**src/chp_pkg.sv**
```systemverilog
// Shared constants and types for the counter-hash seed position pipeline.
`default_nettype none
package chp_pkg;

   // Item field widths
   localparam int BATCH_W    = 32;
   localparam int INDEX_W    = 31;
   localparam int REQ_DATA_W = 64;

   localparam int COORD_WIDTH_DEFAULT = 32;

   // Hash word and fraction widths
   localparam int HASH_W = 64;
   localparam int HALF_W = 32;

   // Key multiplier 0x100000001b3 = 2^40 + 0x1b3
   localparam int               KEY_MUL_SHIFT = 40;
   localparam int               KEY_LO_W      = BATCH_W + 9;
   localparam logic [KEY_LO_W-1:0] KEY_MUL_LO  = KEY_LO_W'(9'h1b3);

   // Finalizer constants
   localparam logic [HASH_W-1:0] GOLDEN = 64'h9e3779b97f4a7c15;
   localparam logic [HASH_W-1:0] MIX_M1 = 64'hbf58476d1ce4e5b9;
   localparam logic [HASH_W-1:0] MIX_M2 = 64'h94d049bb133111eb;

   // Pipeline depths of the sub-units
   localparam int MIX_STAGES   = 5;
   localparam int PLACE_STAGES = 4;

   // Lane offsets added to the base hash
   localparam int LANE_OFS_W = 2;

   // Configuration register map
   localparam int CSR_ADDR_W = 3;
   typedef enum logic [CSR_ADDR_W-1:0] {
      CFG_LOW_X  = 3'd0,
      CFG_LOW_Y  = 3'd1,
      CFG_LOW_Z  = 3'd2,
      CFG_HIGH_X = 3'd3,
      CFG_HIGH_Y = 3'd4,
      CFG_HIGH_Z = 3'd5
   } cfg_index_type;

endpackage
`default_nettype wire

```
**src/chp_place.sv**
```systemverilog
// Four-stage placement of one coordinate: low + floor((high - low) * fraction).
`default_nettype none
module chp_place #(
   parameter int COORD_WIDTH = chp_pkg::COORD_WIDTH_DEFAULT
) (
   input  wire logic                                  clock,
   input  wire logic [chp_pkg::PLACE_STAGES-1:0]      en_i,
   input  wire logic [COORD_WIDTH-1:0]                low_i,
   input  wire logic [COORD_WIDTH-1:0]                high_i,
   input  wire logic [chp_pkg::HASH_W-1:0]            h_i,
   output logic      [COORD_WIDTH-1:0]                pos_o
);

   localparam int CW = COORD_WIDTH;
   localparam int HW = chp_pkg::HASH_W;
   localparam int HF = chp_pkg::HALF_W;

   logic [CW:0]   diff_in, ndiff_in;
   logic [HW-1:0] mag64_in;
   logic [HW-1:0] q_in;

   logic [CW-1:0] mag_ff;
   logic [HF-1:0] frac_ff;
   logic          neg1_ff, neg2_ff, neg3_ff;
   logic [HW-1:0] hp_ff, lp_ff;
   logic [CW-1:0] q_ff;
   logic          inexact_ff;
   logic [CW-1:0] pos_ff;

   assign diff_in  = {high_i[CW-1], high_i} - {low_i[CW-1], low_i};
   assign ndiff_in = -diff_in;
   assign mag64_in = HW'(mag_ff);
   assign q_in     = hp_ff + (lp_ff >> HF);

   always_ff @(posedge clock) begin
      if (en_i[0]) begin
         neg1_ff <= diff_in[CW];
         mag_ff  <= diff_in[CW] ? ndiff_in[CW-1:0] : diff_in[CW-1:0];
         frac_ff <= h_i[HW-1:HF];
      end
      if (en_i[1]) begin
         neg2_ff <= neg1_ff;
         hp_ff   <= HW'(mag64_in[HW-1:HF]) * HW'(frac_ff);
         lp_ff   <= HW'(mag64_in[HF-1:0]) * HW'(frac_ff);
      end
      if (en_i[2]) begin
         neg3_ff    <= neg2_ff;
         q_ff       <= q_in[CW-1:0];
         inexact_ff <= |lp_ff[HF-1:0];
      end
      if (en_i[3]) begin
         // floor toward minus infinity when the span is negative
         pos_ff <= neg3_ff ? (low_i - q_ff - CW'(inexact_ff)) : (low_i + q_ff);
      end
   end

   assign pos_o = pos_ff;

endmodule
`default_nettype wire

```
**config.mk**
```make
export PLATFORM = sky130hd
export DESIGN_NAME = chp_place
export DESIGN_NICKNAME = d
export VERILOG_FILES = /design/src/chp_pkg.sv /design/src/chp_place.sv
export SDC_FILE = /design/constraint.sdc
export NUM_CORES = 2
export LEC_CHECK = 0
export BUFFER_PORTS_ARGS = -buffer_cell sky130_fd_sc_hd__buf_2
export CORE_MARGIN = 8
export CORE_UTILIZATION = 50
export DETAILED_ROUTE_END_ITERATION = 8
export GPL_TIMING_DRIVEN = 0
export PLACE_DENSITY = 0.67
export SETUP_SLACK_MARGIN = 0.5
export SLEW_MARGIN = 20
export SYNTH_ARGS = -nofsm -noshare
export SYNTH_HDL_FRONTEND = slang
export SYNTH_SLANG_ARGS = --single-unit
export TNS_END_PERCENT = 20
```
**constraint.sdc**
```tcl
create_clock -name clock -period 12.8 [get_ports clock]
set_input_delay 2.56 -clock clock [delete_from_list [all_inputs] [get_ports clock]]
set_output_delay 2.56 -clock clock [all_outputs]
set_load 0.05 [all_outputs]
```
==> results.rst <==
.. list-table::
   :header-rows: 1

   * - Metric
     - Value
   * - Arrival time of data at the critical path endpoint
     - 10.73 ns
   * - Synth top area cells
     - sky130_fd_sc_hd__fa_1 (40%), sky130_fd_sc_hd__edfxtp_1 (13%), sky130_fd_sc_hd__ha_1 (11%)
   * - Transition time of the tightest slew-check pin
     - 1.23 ns
   * - Xor/xnor cell area share of the yosys netlist
     - slightly above 3%
   * - Hold Path Class
     - flop to flop
   * - Hold Path Cell Cnt
     - 0
   * - Hold Crit Endpoint
     - q_ff[6]
   * - Crit Path Max Fanout
     - 10
   * - Outcome
     - completed
   * - Via count of the first global-routing pass
     - approximately 36,000
   * - CP startpoint kind
     - flop
   * - Hold Startpoint
     - lp_ff[38]
   * - Row count
     - 110
   * - Commonest non-fill, non-tap cell in the layout
     - sky130_fd_sc_hd__inv_1
   * - Post-synthesis register bit count
     - 196
   * - Unrepaired setup endpoints after global routing
     - no
   * - Port-buffer cells
     - 132
   * - Depth of the CTS H-tree
     - 4
   * - Pre-Repair DR Iteration Count
     - 6
   * - Met1 capacity usage during global routing
     - 38.0%
   * - Global-route congestion overflow total
     - 0
   * - Antenna violations before repair
     - 23
   * - Synth top area share
     - 39.6%
   * - Compound-cell area share of the yosys netlist
     - slightly above 7%
   * - Cell area after technology mapping
     - about 46,000 µm²
   * - Synth Instances
     - about 4,800
   * - Detailed-route vias per instance
     - around 5.7
   * - Main flop type after synthesis
     - sky130_fd_sc_hd__edfxtp_1
   * - CTS tree
     - yes
   * - Deepest clock path buffer count
     - 2
   * - Width of the die
     - 318 µm
   * - Reg2Reg Setup Slack
     - between 2 and 2.5 ns
   * - Adder-Cell Fraction of Synth Area
     - 50.2%
   * - Setup Fix Bufs, Post-CTS
     - 0
   * - Dominant combinational cell family by area after synthesis
     - adder cells
   * - Ports
     - 165
   * - Count of cells along the worst register-to-register path
     - 26
   * - Worst R2R End
     - lp_ff[63]
   * - Commonest cells after routing, fill and taps aside
     - sky130_fd_sc_hd__inv_1 (987), sky130_fd_sc_hd__fa_1 (900), sky130_fd_sc_hd__and2_1 (645)
   * - Layer with the highest usage
     - met2
   * - Area grow syn2layout
     - 6.17%
   * - DRC
     - 0
   * - Total number of nets in the final design
     - 6,383
   * - Endpoint class of the critical path
     - flop
   * - Wire length of the first global-routing pass
     - 227,000 µm
   * - Slew Limit Headroom
     - approximately 18%
   * - Basic-gate share of the synthesized area counting and, or, nand and nor cells
     - 16.4%
   * - Floorplan die height
     - 318 µm
   * - Routability congestion estimate from global placement
     - between 1 and 1.5
   * - Final setup violation count
     - 0
   * - Type of the worst setup path
     - flop to flop
   * - Final clock skew
     - 0.0424 ns
   * - Via total after detailed routing
     - about 35,000
   * - GRT Resource Usage Total
     - 30.3%
   * - Clock latency at the later pin of the worst-skew pair
     - 0.56 ns
   * - Routed len/inst
     - 24.8 µm
   * - Starting Density
     - 50.5%
   * - Proportion of synthesized area in mux cells
     - 0.110%
   * - Final-report hold violation count
     - 0
   * - Final HPWL DP
     - 126,000 µm
   * - Root buffer cell
     - sky130_fd_sc_hd__clkbuf_16
   * - Pin count of the biggest net entering global routing
     - 48
   * - Ratio of cells with drive above 1 in the final layout
     - 3.96%
   * - CORE AREA
     - 90,100 µm²
   * - Clock-pin slew on the worst setup and hold paths
     - 0.10 ns
   * - Number of library cell types mapped by synthesis
     - 77
   * - Area occupied by multi-input gates
     - 35,000 µm²
   * - Yosys synthesis warning count
     - 0
   * - Peak Freq
     - 95.7 MHz
   * - Number of filler instances in the final layout
     - around 8,300
   * - Global-route met2 utilization
     - 45.9%
   * - Sequential-to-total area share from yosys stat
     - 12.9%
   * - Endpoint required time on the critical path
     - ~13 ns
   * - Min cycle time layout
     - about 10 ns
   * - TritonCTS sink count
     - 196
   * - Yosys top cell by area
     - sky130_fd_sc_hd__fa_1
   * - EDFF count, synth
     - 196
   * - Setup TNS Final
     - 0 ns
   * - TritonCTS buffer count
     - 17
   * - Post-synth ARST share
     - 0%
   * - Count of pins over their slew limit
     - 0
   * - Die area
     - just over 100,000 µm²
   * - Max-capacitance violation count
     - 0
   * - Antenna-violating nets left
     - 0
   * - Final WL
     - approximately 150,000 µm
   * - Sequential Area
     - a little under 6000 µm²
   * - Count of instances resized after the clock tree is built
     - 0
   * - Post-synthesis average cell area
     - approximately 9.5 µm²
   * - Syn_nets
     - 6,230
   * - CTS Hold Buffers Added
     - 0
   * - Ratio of final minimum period to clock period
     - 81.6%
   * - DR iter-0 viols
     - 3,292
   * - Origin of the critical flop-to-flop path
     - frac_ff[8]
   * - Met3 Usage GRT
     - 8.35%
## worst max-delay path: stages (launching register included)
cell	delay (ns)
sky130_fd_sc_hd__edfxtp_1	0.82
sky130_fd_sc_hd__clkbuf_1	0.81
sky130_fd_sc_hd__and2_1	0.27
sky130_fd_sc_hd__fa_1	0.42
sky130_fd_sc_hd__fa_1	0.55
sky130_fd_sc_hd__inv_1	0.16
sky130_fd_sc_hd__fa_1	0.54
sky130_fd_sc_hd__fa_1	0.51
sky130_fd_sc_hd__inv_1	0.06
sky130_fd_sc_hd__fa_1	0.56
sky130_fd_sc_hd__fa_1	0.45
sky130_fd_sc_hd__fa_1	0.49
sky130_fd_sc_hd__inv_1	0.05
sky130_fd_sc_hd__fa_1	0.69
sky130_fd_sc_hd__inv_1	0.09
sky130_fd_sc_hd__ha_1	0.39
sky130_fd_sc_hd__and3_1	0.24
sky130_fd_sc_hd__nand4_1	0.27
sky130_fd_sc_hd__nor2_1	0.21
sky130_fd_sc_hd__and3_1	0.18
sky130_fd_sc_hd__a21oi_1	0.23
sky130_fd_sc_hd__o31ai_1	0.58
sky130_fd_sc_hd__o22ai_1	0.30
sky130_fd_sc_hd__o41ai_1	0.70
sky130_fd_sc_hd__o22a_1	0.29
sky130_fd_sc_hd__a41oi_1	0.14
sky130_fd_sc_hd__xnor2_1	0.18
## Yosys cell counts (17+ instances only)
cell type	n
sky130_fd_sc_hd__edfxtp_1	196
sky130_fd_sc_hd__xor2_1	52
sky130_fd_sc_hd__a211oi_1	19
sky130_fd_sc_hd__and3_1	22
sky130_fd_sc_hd__nand4_1	17
sky130_fd_sc_hd__a31oi_1	17
sky130_fd_sc_hd__fa_1	900
sky130_fd_sc_hd__xnor2_1	110
sky130_fd_sc_hd__nor2_1	109
sky130_fd_sc_hd__a21o_1	53
sky130_fd_sc_hd__a21oi_1	161
sky130_fd_sc_hd__o21a_1	19
sky130_fd_sc_hd__nor2b_1	22
sky130_fd_sc_hd__ha_1	387
sky130_fd_sc_hd__o21bai_1	18
sky130_fd_sc_hd__clkbuf_1	218
sky130_fd_sc_hd__inv_1	987
sky130_fd_sc_hd__nand2_1	491
sky130_fd_sc_hd__o21ai_0	92
sky130_fd_sc_hd__nor3_1	22
sky130_fd_sc_hd__and2_1	645
sky130_fd_sc_hd__nand3_1	33
sky130_fd_sc_hd__nand2b_1	23
## metal layers
metal	share of wire, %	wire length (µm)
met1	38	57600
met2	43	66000
met5	0.043	66
met3	11	16600
met4	8.2	12500
## flip-flops by register name (all words and copies together) (netlist names)
register    count
lp_ff          64
pos_o          32
inexact_ff      1
mag_ff         32
frac_ff        32
neg2_ff         1
neg3_ff         1
q_ff           32
neg1_ff         1
## per-stage QoR
step                instances  cell area, µm²  hold WS [ns]  util (%)  setup WS, ns
detailed placement       6120           47700         0.405      52.9          2.79
global placement         6118           47700         0.404      52.9          2.78
finish                   6160           48300         0.418      53.6          2.35
global route             6153           48300         0.416      53.6          2.21
CTS                      6152           48300         0.414      53.6          2.72
floorplan                4810           45500         0.400         -          4.94
## area by class of cell
class / instances / share of cell area [%]
antenna: 8 / 0.0414
buffer: 229 / 1.81
clock buffer: 17 / 0.880
clock inverter: 15 / 0.357
inverter: 989 / 7.68
multi-input combinational: 3396 / 72.5
sequential: 196 / 12.2
tap: 1176 / 3.04
timing repair buffer: 134 / 1.49
## kinds of logic after synthesis
kind of cell | count (synthesis)
muxes | 5
DFF | 196
xor gates and xnor gates | 162
adders and majority gates | 1287
and+or+nand+nor | 1436
AOI/OAI and AO/OA | 506
buffers and inverters | 1218
## worst max path at each step
stage                     from        end  slack (ns)  cells after the start
global placement    frac_ff[8]  lp_ff[63]        2.78                     26
finish              frac_ff[8]  lp_ff[63]        2.35                     26
CTS                 frac_ff[8]  lp_ff[63]        2.72                     26
global route        frac_ff[8]  lp_ff[63]        2.21                     26
detailed placement  frac_ff[8]  lp_ff[63]        2.79                     26
floorplan           mag_ff[10]  lp_ff[63]        4.94                     28
Power is left out: the tool's default activity adds up to more than one toggle a clock period on the data nets, which glitch-free logic cannot reach.
